--- src/hw/rtl/mdq_pkg.sv ---
// Shared types, constants and the step period table of the mouse quadrature converter.
package mdq_pkg;

  localparam int unsigned DPI_DIVISOR_DEF = 2;
  localparam int unsigned DIST_BITS_DEF   = 10;

  localparam int unsigned DELTA_W   = 8;
  localparam int unsigned BTN_W     = 3;
  localparam int unsigned PERIOD_W  = 8;
  localparam int unsigned LIMIT_W   = 10;
  localparam int unsigned CFG_IDX_W = 2;
  localparam int unsigned LUT_IDX_W = 7;
  localparam int unsigned LUT_MAX   = 127;

  localparam logic [PERIOD_W-1:0] RATE_FLOOR_RST = 8'd1;
  localparam logic [LIMIT_W-1:0]  DIST_LIMIT_RST = 10'd127;
  localparam logic [PERIOD_W-1:0] RELOAD_RST     = 8'd255;

  typedef enum logic [CFG_IDX_W-1:0] {
    REG_DPI_DIV_EN    = 2'd0,
    REG_RATE_LIMIT_EN = 2'd1,
    REG_RATE_FLOOR    = 2'd2,
    REG_DIST_LIMIT    = 2'd3
  } mdq_reg_e;

  typedef enum logic {
    OP_REPORT = 1'b0,
    OP_TICK   = 1'b1
  } mdq_op_e;

  typedef enum logic [1:0] {
    ST_IDLE,
    ST_EXEC,
    ST_PUSH
  } mdq_state_e;

  typedef enum logic [1:0] {
    PH_0 = 2'd0,
    PH_1 = 2'd1,
    PH_2 = 2'd2,
    PH_3 = 2'd3
  } mdq_phase_e;

  typedef struct packed {
    logic                dpi_div_en;
    logic                rate_limit_en;
    logic [PERIOD_W-1:0] rate_floor;
    logic [LIMIT_W-1:0]  dist_limit;
  } mdq_cfg_t;

  typedef struct packed {
    logic capture;
    logic exec;
    logic load_out;
  } mdq_cmd_t;

  typedef struct packed {
    mdq_op_e                   cmd;
    logic signed [DELTA_W-1:0] dx;
    logic signed [DELTA_W-1:0] dy;
    logic [BTN_W-1:0]          buttons;
  } mdq_item_t;

  typedef struct packed {
    logic x_a;
    logic x_b;
    logic y_a;
    logic y_b;
    logic left;
    logic right;
    logic middle;
  } mdq_pins_t;

  function automatic logic [PERIOD_W-1:0] mdq_period_lut(logic [LUT_IDX_W-1:0] t);
    logic [PERIOD_W-1:0] p;
    case (t) inside
      7'd0:            p = 8'd255;
      7'd1:            p = 8'd155;
      7'd2:            p = 8'd77;
      7'd3:            p = 8'd51;
      7'd4:            p = 8'd38;
      7'd5:            p = 8'd30;
      7'd6:            p = 8'd25;
      7'd7:            p = 8'd21;
      7'd8:            p = 8'd18;
      7'd9:            p = 8'd16;
      7'd10:           p = 8'd14;
      7'd11:           p = 8'd13;
      7'd12:           p = 8'd12;
      7'd13:           p = 8'd11;
      7'd14:           p = 8'd10;
      7'd15:           p = 8'd9;
      [7'd16:7'd17]:   p = 8'd8;
      [7'd18:7'd19]:   p = 8'd7;
      [7'd20:7'd22]:   p = 8'd6;
      [7'd23:7'd26]:   p = 8'd5;
      [7'd27:7'd31]:   p = 8'd4;
      [7'd32:7'd39]:   p = 8'd3;
      [7'd40:7'd52]:   p = 8'd2;
      [7'd53:7'd78]:   p = 8'd1;
      default:         p = 8'd0;
    endcase
    return p;
  endfunction

endpackage

--- src/hw/rtl/mdq_if.sv ---
// Valid/ready channel interfaces for input items and result pin levels.
interface mdq_item_if import mdq_pkg::*; ();
  logic                      valid;
  logic                      ready;
  mdq_op_e                   cmd;
  logic signed [DELTA_W-1:0] dx;
  logic signed [DELTA_W-1:0] dy;
  logic [BTN_W-1:0]          buttons;

  modport source (output valid, cmd, dx, dy, buttons, input ready);
  modport sink   (input valid, cmd, dx, dy, buttons, output ready);
endinterface

interface mdq_result_if;
  logic valid;
  logic ready;
  logic x_a_pin;
  logic x_b_pin;
  logic y_a_pin;
  logic y_b_pin;
  logic left_pin;
  logic right_pin;
  logic middle_pin;

  modport source (output valid, x_a_pin, x_b_pin, y_a_pin, y_b_pin, left_pin, right_pin,
                  middle_pin, input ready);
  modport sink   (input valid, x_a_pin, x_b_pin, y_a_pin, y_b_pin, left_pin, right_pin,
                  middle_pin, output ready);
endinterface

--- src/hw/rtl/mouse_delta_to_quadrature_core.sv ---
// Top level of the mouse report to quadrature and button line converter.
//
//   channel   | dir | handshake          | payload
//   ----------+-----+--------------------+----------------------------------------
//   item_i    | in  | valid/ready        | cmd, dx, dy, buttons
//   result_o  | out | valid/ready        | x_a/x_b/y_a/y_b pins, button pins
//   cfg       | in  | cfg_we_i, no stall | cfg_idx_i, cfg_wdata_i
//
// Each transaction is captured into the item register, executes both axis lanes,
// then loads the output register; the next item is captured as the output loads.
// Reset is asynchronous and clears control, configuration and axis state; the
// item and output registers load before they are used.
// One more transaction is accepted while a result waits; the block then holds.
module mouse_delta_to_quadrature_core import mdq_pkg::*; #(
  parameter int unsigned DPI_DIVISOR   = DPI_DIVISOR_DEF,
  parameter int unsigned DISTANCE_BITS = DIST_BITS_DEF
) (
  input  logic                 clk_i,
  input  logic                 rst_ni,
  mdq_item_if.sink             item_i,
  mdq_result_if.source         result_o,
  input  logic                 cfg_we_i,
  input  logic [CFG_IDX_W-1:0] cfg_idx_i,
  input  logic [LIMIT_W-1:0]   cfg_wdata_i
);

  mdq_cmd_t  cmd;
  mdq_item_t item;
  mdq_pins_t pins;

  assign item.cmd     = item_i.cmd;
  assign item.dx      = item_i.dx;
  assign item.dy      = item_i.dy;
  assign item.buttons = item_i.buttons;

  mdq_ctrl u_ctrl (
    .clk_i,
    .rst_ni,
    .in_valid_i (item_i.valid),
    .in_ready_o (item_i.ready),
    .out_valid_o(result_o.valid),
    .out_ready_i(result_o.ready),
    .cmd_o      (cmd)
  );

  mdq_datapath #(
    .DPI_DIVISOR  (DPI_DIVISOR),
    .DISTANCE_BITS(DISTANCE_BITS)
  ) u_datapath (
    .clk_i,
    .rst_ni,
    .cmd_i      (cmd),
    .item_i     (item),
    .cfg_we_i,
    .cfg_idx_i,
    .cfg_wdata_i,
    .pins_o     (pins)
  );

  assign result_o.x_a_pin    = pins.x_a;
  assign result_o.x_b_pin    = pins.x_b;
  assign result_o.y_a_pin    = pins.y_a;
  assign result_o.y_b_pin    = pins.y_b;
  assign result_o.left_pin   = pins.left;
  assign result_o.right_pin  = pins.right;
  assign result_o.middle_pin = pins.middle;

endmodule

--- src/hw/rtl/mdq_axis.sv ---
// One axis lane: pending distance, direction, phase, step timer and its two quadrature lines.
module mdq_axis import mdq_pkg::*; #(
  parameter int unsigned DPI_DIVISOR   = DPI_DIVISOR_DEF,
  parameter int unsigned DISTANCE_BITS = DIST_BITS_DEF
) (
  input  logic                      clk_i,
  input  logic                      rst_ni,
  input  logic                      report_i,
  input  logic                      tick_i,
  input  logic signed [DELTA_W-1:0] delta_i,
  input  mdq_cfg_t                  cfg_i,
  output logic                      first_o,
  output logic                      second_o
);

  localparam int unsigned W = ((DISTANCE_BITS > LIMIT_W) ? DISTANCE_BITS : LIMIT_W) + 1;
  localparam logic [W-1:0] CAP_MAX = W'((2 ** DISTANCE_BITS) - 1);
  localparam int unsigned DIV_SHIFT = 16;
  localparam int unsigned RECIP_W   = DIV_SHIFT + 1;
  localparam int unsigned PROD_W    = DIV_SHIFT + DELTA_W;
  localparam logic [RECIP_W-1:0] DIV_RECIP =
    RECIP_W'(((2 ** DIV_SHIFT) + DPI_DIVISOR - 1) / DPI_DIVISOR);

  logic [DISTANCE_BITS-1:0] dist_q, dist_d;
  logic                     dir_q, dir_d;
  mdq_phase_e               phase_q, phase_d;
  logic [PERIOD_W-1:0]      period_q, period_d;
  logic [PERIOD_W-1:0]      reload_q, reload_d;
  logic [PERIOD_W-1:0]      cnt_q, cnt_d;
  logic                     first_q, first_d;
  logic                     second_q, second_d;

  logic                 d_neg, d_zero, d_pos, reverse;
  logic [DELTA_W-1:0]   mag, mag_div, mag_eff;
  logic [PROD_W-1:0]    mag_prod;
  logic [W-1:0]         base, sum, lim, cap, new_dist;
  logic [LUT_IDX_W-1:0] lut_idx;
  logic [PERIOD_W-1:0]  lut_period, new_period;

  always_comb begin
    d_neg    = delta_i[DELTA_W-1];
    d_zero   = (delta_i == '0);
    d_pos    = !d_neg && !d_zero;
    reverse  = (d_pos && !dir_q) || (d_neg && dir_q);
    mag      = d_neg ? DELTA_W'(-delta_i) : DELTA_W'(delta_i);
    mag_prod = PROD_W'(mag) * PROD_W'(DIV_RECIP);
    mag_div  = mag_prod[PROD_W-1:DIV_SHIFT];
    if (cfg_i.dpi_div_en) begin
      mag_eff = (mag_div == '0) ? DELTA_W'(1) : mag_div;
    end else begin
      mag_eff = mag;
    end
    base     = reverse ? '0 : W'(dist_q);
    sum      = d_zero ? '0 : (base + W'(mag_eff));
    lim      = W'(cfg_i.dist_limit);
    cap      = (lim < CAP_MAX) ? lim : CAP_MAX;
    new_dist = (sum > cap) ? cap : sum;
    lut_idx  = (new_dist > W'(LUT_MAX)) ? LUT_IDX_W'(LUT_MAX) : new_dist[LUT_IDX_W-1:0];
    lut_period = mdq_period_lut(lut_idx);
    if (cfg_i.rate_limit_en && (lut_period < cfg_i.rate_floor)) begin
      new_period = cfg_i.rate_floor;
    end else begin
      new_period = lut_period;
    end
  end

  always_comb begin
    dist_d   = dist_q;
    dir_d    = dir_q;
    phase_d  = phase_q;
    period_d = period_q;
    reload_d = reload_q;
    cnt_d    = cnt_q;
    first_d  = first_q;
    second_d = second_q;
    if (report_i) begin
      dist_d   = new_dist[DISTANCE_BITS-1:0];
      dir_d    = d_pos ? 1'b1 : (d_neg ? 1'b0 : dir_q);
      period_d = new_period;
    end else if (tick_i) begin
      if (cnt_q >= reload_q) begin
        cnt_d    = '0;
        reload_d = (period_q == '0) ? PERIOD_W'(1) : period_q;
        if (dist_q != '0) begin
          case (phase_q)
            PH_0:    first_d  = 1'b1;
            PH_1:    second_d = 1'b1;
            PH_2:    first_d  = 1'b0;
            PH_3:    second_d = 1'b0;
            default: first_d  = first_q;
          endcase
          phase_d = dir_q ? mdq_phase_e'(phase_q + 2'd1) : mdq_phase_e'(phase_q - 2'd1);
          dist_d  = dist_q - DISTANCE_BITS'(1);
        end else begin
          phase_d = PH_0;
        end
      end else begin
        cnt_d = PERIOD_W'(cnt_q + PERIOD_W'(1));
      end
    end
  end

  always_ff @(posedge clk_i or negedge rst_ni) begin
    if (!rst_ni) begin
      dist_q   <= '0;
      dir_q    <= 1'b0;
      phase_q  <= PH_0;
      period_q <= '0;
      reload_q <= RELOAD_RST;
      cnt_q    <= '0;
      first_q  <= 1'b0;
      second_q <= 1'b0;
    end else begin
      dist_q   <= dist_d;
      dir_q    <= dir_d;
      phase_q  <= phase_d;
      period_q <= period_d;
      reload_q <= reload_d;
      cnt_q    <= cnt_d;
      first_q  <= first_d;
      second_q <= second_d;
    end
  end

  assign first_o  = first_q;
  assign second_o = second_q;

endmodule

--- src/hw/rtl/mdq_datapath.sv ---
// Datapath: configuration registers, item register, two axis lanes, buttons, output register.
module mdq_datapath import mdq_pkg::*; #(
  parameter int unsigned DPI_DIVISOR   = DPI_DIVISOR_DEF,
  parameter int unsigned DISTANCE_BITS = DIST_BITS_DEF
) (
  input  logic                 clk_i,
  input  logic                 rst_ni,
  input  mdq_cmd_t             cmd_i,
  input  mdq_item_t            item_i,
  input  logic                 cfg_we_i,
  input  logic [CFG_IDX_W-1:0] cfg_idx_i,
  input  logic [LIMIT_W-1:0]   cfg_wdata_i,
  output mdq_pins_t            pins_o
);

  mdq_cfg_t         cfg_q, cfg_d;
  mdq_item_t        item_q;
  logic [BTN_W-1:0] btn_q, btn_d;
  mdq_pins_t        pins_q;
  logic             report, tick;
  logic             x_a, x_b, y_a, y_b;

  always_comb begin
    cfg_d = cfg_q;
    if (cfg_we_i) begin
      case (mdq_reg_e'(cfg_idx_i))
        REG_DPI_DIV_EN:    cfg_d.dpi_div_en    = cfg_wdata_i[0];
        REG_RATE_LIMIT_EN: cfg_d.rate_limit_en = cfg_wdata_i[0];
        REG_RATE_FLOOR:    cfg_d.rate_floor    = cfg_wdata_i[PERIOD_W-1:0];
        REG_DIST_LIMIT:    cfg_d.dist_limit    = cfg_wdata_i;
        default:           cfg_d = cfg_q;
      endcase
    end
  end

  assign report = cmd_i.exec && (item_q.cmd == OP_REPORT);
  assign tick   = cmd_i.exec && (item_q.cmd == OP_TICK);
  assign btn_d  = report ? item_q.buttons : btn_q;

  always_ff @(posedge clk_i or negedge rst_ni) begin
    if (!rst_ni) begin
      cfg_q.dpi_div_en    <= 1'b0;
      cfg_q.rate_limit_en <= 1'b0;
      cfg_q.rate_floor    <= RATE_FLOOR_RST;
      cfg_q.dist_limit    <= DIST_LIMIT_RST;
      btn_q               <= '0;
    end else begin
      cfg_q <= cfg_d;
      btn_q <= btn_d;
    end
  end

  always_ff @(posedge clk_i) begin
    if (cmd_i.capture) begin
      item_q <= item_i;
    end
    if (cmd_i.load_out) begin
      pins_q.x_a    <= !x_a;
      pins_q.x_b    <= !x_b;
      pins_q.y_a    <= !y_a;
      pins_q.y_b    <= !y_b;
      pins_q.left   <= !btn_q[0];
      pins_q.right  <= !btn_q[1];
      pins_q.middle <= !btn_q[2];
    end
  end

  mdq_axis #(
    .DPI_DIVISOR  (DPI_DIVISOR),
    .DISTANCE_BITS(DISTANCE_BITS)
  ) u_axis_x (
    .clk_i,
    .rst_ni,
    .report_i(report),
    .tick_i  (tick),
    .delta_i (item_q.dx),
    .cfg_i   (cfg_q),
    .first_o (x_a),
    .second_o(x_b)
  );

  mdq_axis #(
    .DPI_DIVISOR  (DPI_DIVISOR),
    .DISTANCE_BITS(DISTANCE_BITS)
  ) u_axis_y (
    .clk_i,
    .rst_ni,
    .report_i(report),
    .tick_i  (tick),
    .delta_i (item_q.dy),
    .cfg_i   (cfg_q),
    .first_o (y_b),
    .second_o(y_a)
  );

  assign pins_o = pins_q;

endmodule

--- src/hw/rtl/mdq_ctrl.sv ---
// Controller: sequences capture, execute and output load, and owns both handshakes.
module mdq_ctrl import mdq_pkg::*; (
  input  logic     clk_i,
  input  logic     rst_ni,
  input  logic     in_valid_i,
  output logic     in_ready_o,
  output logic     out_valid_o,
  input  logic     out_ready_i,
  output mdq_cmd_t cmd_o
);

  mdq_state_e state_q, state_d;
  logic       out_valid_q, out_valid_d;
  logic       slot_free;

  assign slot_free = !out_valid_q || out_ready_i;

  always_comb begin
    state_d    = state_q;
    cmd_o      = '0;
    in_ready_o = 1'b0;
    case (state_q)
      ST_IDLE: begin
        in_ready_o    = 1'b1;
        cmd_o.capture = in_valid_i;
        if (in_valid_i) begin
          state_d = ST_EXEC;
        end
      end
      ST_EXEC: begin
        cmd_o.exec = 1'b1;
        state_d    = ST_PUSH;
      end
      ST_PUSH: begin
        if (slot_free) begin
          cmd_o.load_out = 1'b1;
          in_ready_o     = 1'b1;
          cmd_o.capture  = in_valid_i;
          state_d        = in_valid_i ? ST_EXEC : ST_IDLE;
        end
      end
      default: state_d = ST_IDLE;
    endcase
  end

  always_comb begin
    out_valid_d = out_valid_q;
    if (cmd_o.load_out) begin
      out_valid_d = 1'b1;
    end else if (out_ready_i) begin
      out_valid_d = 1'b0;
    end
  end

  always_ff @(posedge clk_i or negedge rst_ni) begin
    if (!rst_ni) begin
      state_q     <= ST_IDLE;
      out_valid_q <= 1'b0;
    end else begin
      state_q     <= state_d;
      out_valid_q <= out_valid_d;
    end
  end

  assign out_valid_o = out_valid_q;

endmodule

--- src/flat_wrapper.sv ---
// flat-port wrapper written by rule: the top's interface ports become plain ports
module mouse_delta_to_quadrature_core_flat import mdq_pkg::*;
#(
  parameter int unsigned DPI_DIVISOR   = DPI_DIVISOR_DEF,
  parameter int unsigned DISTANCE_BITS = DIST_BITS_DEF
)
  (clk_i, rst_ni, cfg_we_i, cfg_idx_i, cfg_wdata_i, item_i_valid, item_i_cmd, item_i_dx, item_i_dy, item_i_buttons, item_i_ready, result_o_valid, result_o_x_a_pin, result_o_x_b_pin, result_o_y_a_pin, result_o_y_b_pin, result_o_left_pin, result_o_right_pin, result_o_middle_pin, result_o_ready);
  mdq_item_if item_i_i ();
  mdq_result_if result_o_i ();
  input  logic clk_i;
  input  logic rst_ni;
  input  logic cfg_we_i;
  input  logic [CFG_IDX_W-1:0] cfg_idx_i;
  input  logic [LIMIT_W-1:0] cfg_wdata_i;
  input wire logic [$bits(item_i_i.valid)-1:0] item_i_valid;
  input wire logic [$bits(item_i_i.cmd)-1:0] item_i_cmd;
  input wire logic [$bits(item_i_i.dx)-1:0] item_i_dx;
  input wire logic [$bits(item_i_i.dy)-1:0] item_i_dy;
  input wire logic [$bits(item_i_i.buttons)-1:0] item_i_buttons;
  output wire logic [$bits(item_i_i.ready)-1:0] item_i_ready;
  output wire logic [$bits(result_o_i.valid)-1:0] result_o_valid;
  output wire logic [$bits(result_o_i.x_a_pin)-1:0] result_o_x_a_pin;
  output wire logic [$bits(result_o_i.x_b_pin)-1:0] result_o_x_b_pin;
  output wire logic [$bits(result_o_i.y_a_pin)-1:0] result_o_y_a_pin;
  output wire logic [$bits(result_o_i.y_b_pin)-1:0] result_o_y_b_pin;
  output wire logic [$bits(result_o_i.left_pin)-1:0] result_o_left_pin;
  output wire logic [$bits(result_o_i.right_pin)-1:0] result_o_right_pin;
  output wire logic [$bits(result_o_i.middle_pin)-1:0] result_o_middle_pin;
  input wire logic [$bits(result_o_i.ready)-1:0] result_o_ready;
  assign item_i_i.valid = item_i_valid;
  assign item_i_i.cmd = item_i_cmd;
  assign item_i_i.dx = item_i_dx;
  assign item_i_i.dy = item_i_dy;
  assign item_i_i.buttons = item_i_buttons;
  assign item_i_ready = item_i_i.ready;
  assign result_o_valid = result_o_i.valid;
  assign result_o_x_a_pin = result_o_i.x_a_pin;
  assign result_o_x_b_pin = result_o_i.x_b_pin;
  assign result_o_y_a_pin = result_o_i.y_a_pin;
  assign result_o_y_b_pin = result_o_i.y_b_pin;
  assign result_o_left_pin = result_o_i.left_pin;
  assign result_o_right_pin = result_o_i.right_pin;
  assign result_o_middle_pin = result_o_i.middle_pin;
  assign result_o_i.ready = result_o_ready;
  mouse_delta_to_quadrature_core #(.DPI_DIVISOR(DPI_DIVISOR), .DISTANCE_BITS(DISTANCE_BITS)) u_core (.clk_i(clk_i), .rst_ni(rst_ni), .item_i(item_i_i), .result_o(result_o_i), .cfg_we_i(cfg_we_i), .cfg_idx_i(cfg_idx_i), .cfg_wdata_i(cfg_wdata_i));
endmodule
--- config.mk ---
export PLATFORM = sky130hd
export DESIGN_NAME = mouse_delta_to_quadrature_core_flat
export DESIGN_NICKNAME = d
export VERILOG_FILES = /design/src/hw/rtl/mdq_pkg.sv /design/src/hw/rtl/mdq_if.sv /design/src/hw/rtl/mouse_delta_to_quadrature_core.sv /design/src/hw/rtl/mdq_axis.sv /design/src/hw/rtl/mdq_datapath.sv /design/src/hw/rtl/mdq_ctrl.sv /design/src/flat_wrapper.sv
export SDC_FILE = /design/constraint.sdc
export NUM_CORES = 1
export LEC_CHECK = 0
export ABC_AREA = 0
export BUFFER_PORTS_ARGS = -buffer_cell sky130_fd_sc_hd__buf_2
export CORE_UTILIZATION = 60
export CTS_CLUSTER_DIAMETER = 30
export DETAILED_ROUTE_END_ITERATION = 16
export MAX_ROUTING_LAYER = met4
export PLACE_DENSITY = 0.76
export SLEW_MARGIN = 20
export SYNTH_ARGS = -nofsm -noshare
export SYNTH_HDL_FRONTEND = slang
export SYNTH_HIERARCHICAL = 1
export SYNTH_SLANG_ARGS = --single-unit
--- constraint.sdc ---
create_clock -name clk_i -period 9.85 [get_ports clk_i]
set_input_delay 0 -clock clk_i [delete_from_list [all_inputs] [get_ports clk_i]]
set_output_delay 0 -clock clk_i [all_outputs]
set_load 0.03 [all_outputs]
==> metrics.yaml <==
cts:
  ctsResizeCount: 0
  cts_tree: "done"
  cts_buffer_depth: 2
  clk_pin_slew_ps: 70
  post-cts-setup-buffer-count: 0
  cts_buffers: 17
  insertion_delay_ps: 420
  htree_levels: 4
  clkSinkCount: 131
  clockRootBuffer: "clkbuf_16"
  cts_hold_buf: 36
floorplanning:
  io_pins: 46
  fp.dieH_um: 137
  num_rows: 48
  coreArea_um2: 17500
  die-area_um2: 18800
  fp.dieW_um: 137
  initial_core_util_pct: 62.3
synth:
  ys_types: 93
  synth_common_cells: "119 x nand2_1, 109 x nor2_1, 89 x a21oi_1, 87 x inv_1, 80 x dfrtp_1"
  seq_area_frac_synth_pct: 31.5
  synth_edf_count: 27
  synth_seq_cells: 131
  synth_nets: 1381
  postSynth.asyncResetShare_pct: 79.4
  netlist.area_leader.share_pct: 18.3
  syn_inst: 1266
  synth_area_per_cell_um2: 8.63
  synth_largest_area_cell: "dfrtp_1"
  synthTopCellsByArea: "dfrtp_1 18%, ha_1 8.7%, edfxtp_1 7.4%"
  syn_area_um2: 10900
  yosysMostFrequentCell: "nand2_1"
  yosys_warnings: 6
  ys.flop_type: "dfrtp_1"
route:
  drtIter0Drc: 1014
  first_pass_iters: 6
  wl_per_cell_um: 19.5
  via_per_inst: 6.38
  dr_total_vias: 9950
  ant_nets: 0
  route.detailed.drc: 0
  finalWirelength_um: 30400
global_route:
  grtUsageTotal_pct: 34.6
  grt_pass1_wl_um: 48700
  antenna_found_initial: 0
  grt_pass1_vias: 9484
  overflow: 0
  grt_max_degree: 80
sta:
  max_slew.worst_pin.slew_ps: 1060
  min_period_ps: 8330
  finalHoldViolCount: 0
  setup_tns_ps: 0
  slew_headroom_pct: 29.0
  drv_slew: 0
  min_period_over_period_pct: 84.6
  rsz0062_at_grt: "no"
  setup_slack_ps: 1520
  setup_violations: 0
  skew_ps: 13.2
  max_freq_ghz: 0.120
power:
  pwr_density_cell_nw_per_um2: 341
  p_leak_nw: 5.25
  power_mw: 4.16
  peakVddDrop_mv: 0.184
worst_setup_path:
  crit_buf_inv: 1
  cp_top_family: "simple AND/OR/NAND/NOR gates"
  path_class: "register to register"
  timing.rr.start: "u_core/u_datapath/item_q[13]"
  path_max_fanout: 23
  slowest_stage: "nand2_1"
  endpoint_kind: "register"
  crit_top_cell: "ha_1"
  cpPeakStageDelay_ps: 540
  setup.worst_path.start: "u_core/u_datapath/item_q[13]"
  cp_data_required_time_ps: 10150
  crit_arrival_ps: 8630
  cp-start-kind: "register"
cells_and_area:
  drive_above_1_share_pct: 15.1
  nets: 1436
  final_util_pct: 69.7
  fin_area_um2: 12200
  regArea_um2: 3440
  multi_input_area_um2: 6960
  antenna_cells: 0
  area_growth_pct: 11.8
  fillers: 1384
placed_design:
  place.gp.congestion: 0.988
  port_buffers: 45
  dp_slack_ps: 1730
  hpwl_um: 22000
  placed_area_um2: 11300
outcome:
  status: "finished clean"
hold_path:
  hold_class: "input pin to async pin"
run:
  cap_violations: 0
## placed cells by master (no fill, tap or decap), drive strengths merged, types with 31 or more instances in the layout
cell type | netlist | routed
nand3 | 39 | 39
dfrtp | 80 | 80
nand2 | 121 | 121
nor2 | 113 | 113
ha | 76 | 76
inv | 89 | 93
and2 | 31 | 31
o21ai | 74 | 74
buf | 18 | 50
a21oi | 93 | 93
dlygate4sd3 | 0 | 36
## report_power, final
| group | switching, mW | internal, mW | leakage (nW) | total, mW |
|---|---|---|---|---|
| Combinational | 1.61 | 0.968 | 3.49 | 2.58 |
| Sequential | 0.212 | 0.742 | 1.49 | 0.954 |
| Clock | 0.258 | 0.374 | 0.275 | 0.633 |
## metal layers
metal	GRT usage, %	vias to the layer above	wire (um)
li1	-	4756	-
met1	42.5	4724	12900
met2	56.8	370	14700
met3	5.11	100	1550
met4	14.3	0	1190
met5	-	-	0
## per-stage QoR
stage	cells	hold WS [ps]
after CTS	1559	26.9
after detailed placement	1491	-60.6
after global placement	1491	-66.7
final	1559	37.2
after floorplan	1266	-296
after global routing	1559	56.4
## area by class of cell
cell class                      count  area share, %
Tap cell                          225           2.30
Clock inverter                     15           1.27
Sequential cell                   131           28.2
Clock buffer                       17           3.48
Inverter                           89           2.73
Multi-Input combinational cell    996           56.9
Timing Repair Buffer               86           5.15
## flip-flops by register name, summed over array words and instances, names as in the netlist, 10 cells and up
name,flops
u_core/u_datapath/cfg_q,20
u_core/u_datapath/item_q,20
u_core/u_datapath/u_axis_x/dist_q,10
u_core/u_datapath/u_axis_y/dist_q,10
## final timing paths
| path | end | slack, ps | depth (start not counted) |
|---|---|---|---|
| setup / recovery | u_core/u_datapath/u_axis_x/period_q[4] | 1520 | 30 |
| hold / removal | u_core/u_datapath/u_axis_x/dir_q | 40 | 2 |
| setup reg to reg | u_core/u_datapath/u_axis_x/period_q[4] | 1520 | 30 |
| hold reg to reg | u_core/u_datapath/btn_q[0] | 480 | 1 |
| max in group asynchronous | u_core/u_datapath/u_axis_x/dist_q[5] | 8790 | 3 |
| min in group clk_i | u_core/u_datapath/cfg_q[18] | 60 | 3 |
## cell families (layout without fill, tap and decap cells)
kind of cell	count (synthesis)	after routing	synth area share, %
AND/OR/NAND/NOR	467	467	22.1
flip-flops	131	131	31.5
buffers and inverters	139	207	5.05
adder cells (fa/ha/maj)	78	78	9.07
multiplexers	53	53	5.14
XOR/XNOR	52	52	4.30
AO/OA/AOI/OAI	346	346	22.9
## worst register-to-register path, delay by kind of cell (launching register included)
family                     cells  cell delay [ps]
xor gates and xnor gates       2              260
DFF                            1              500
AOI/OAI and AO/OA             10             2400
adders and majority gates      4             1300
and+or+nand+nor               12             3470
muxes                          1              230
buffers and inverters          1               70
Note: power is estimated with default switching activity, not from simulation.
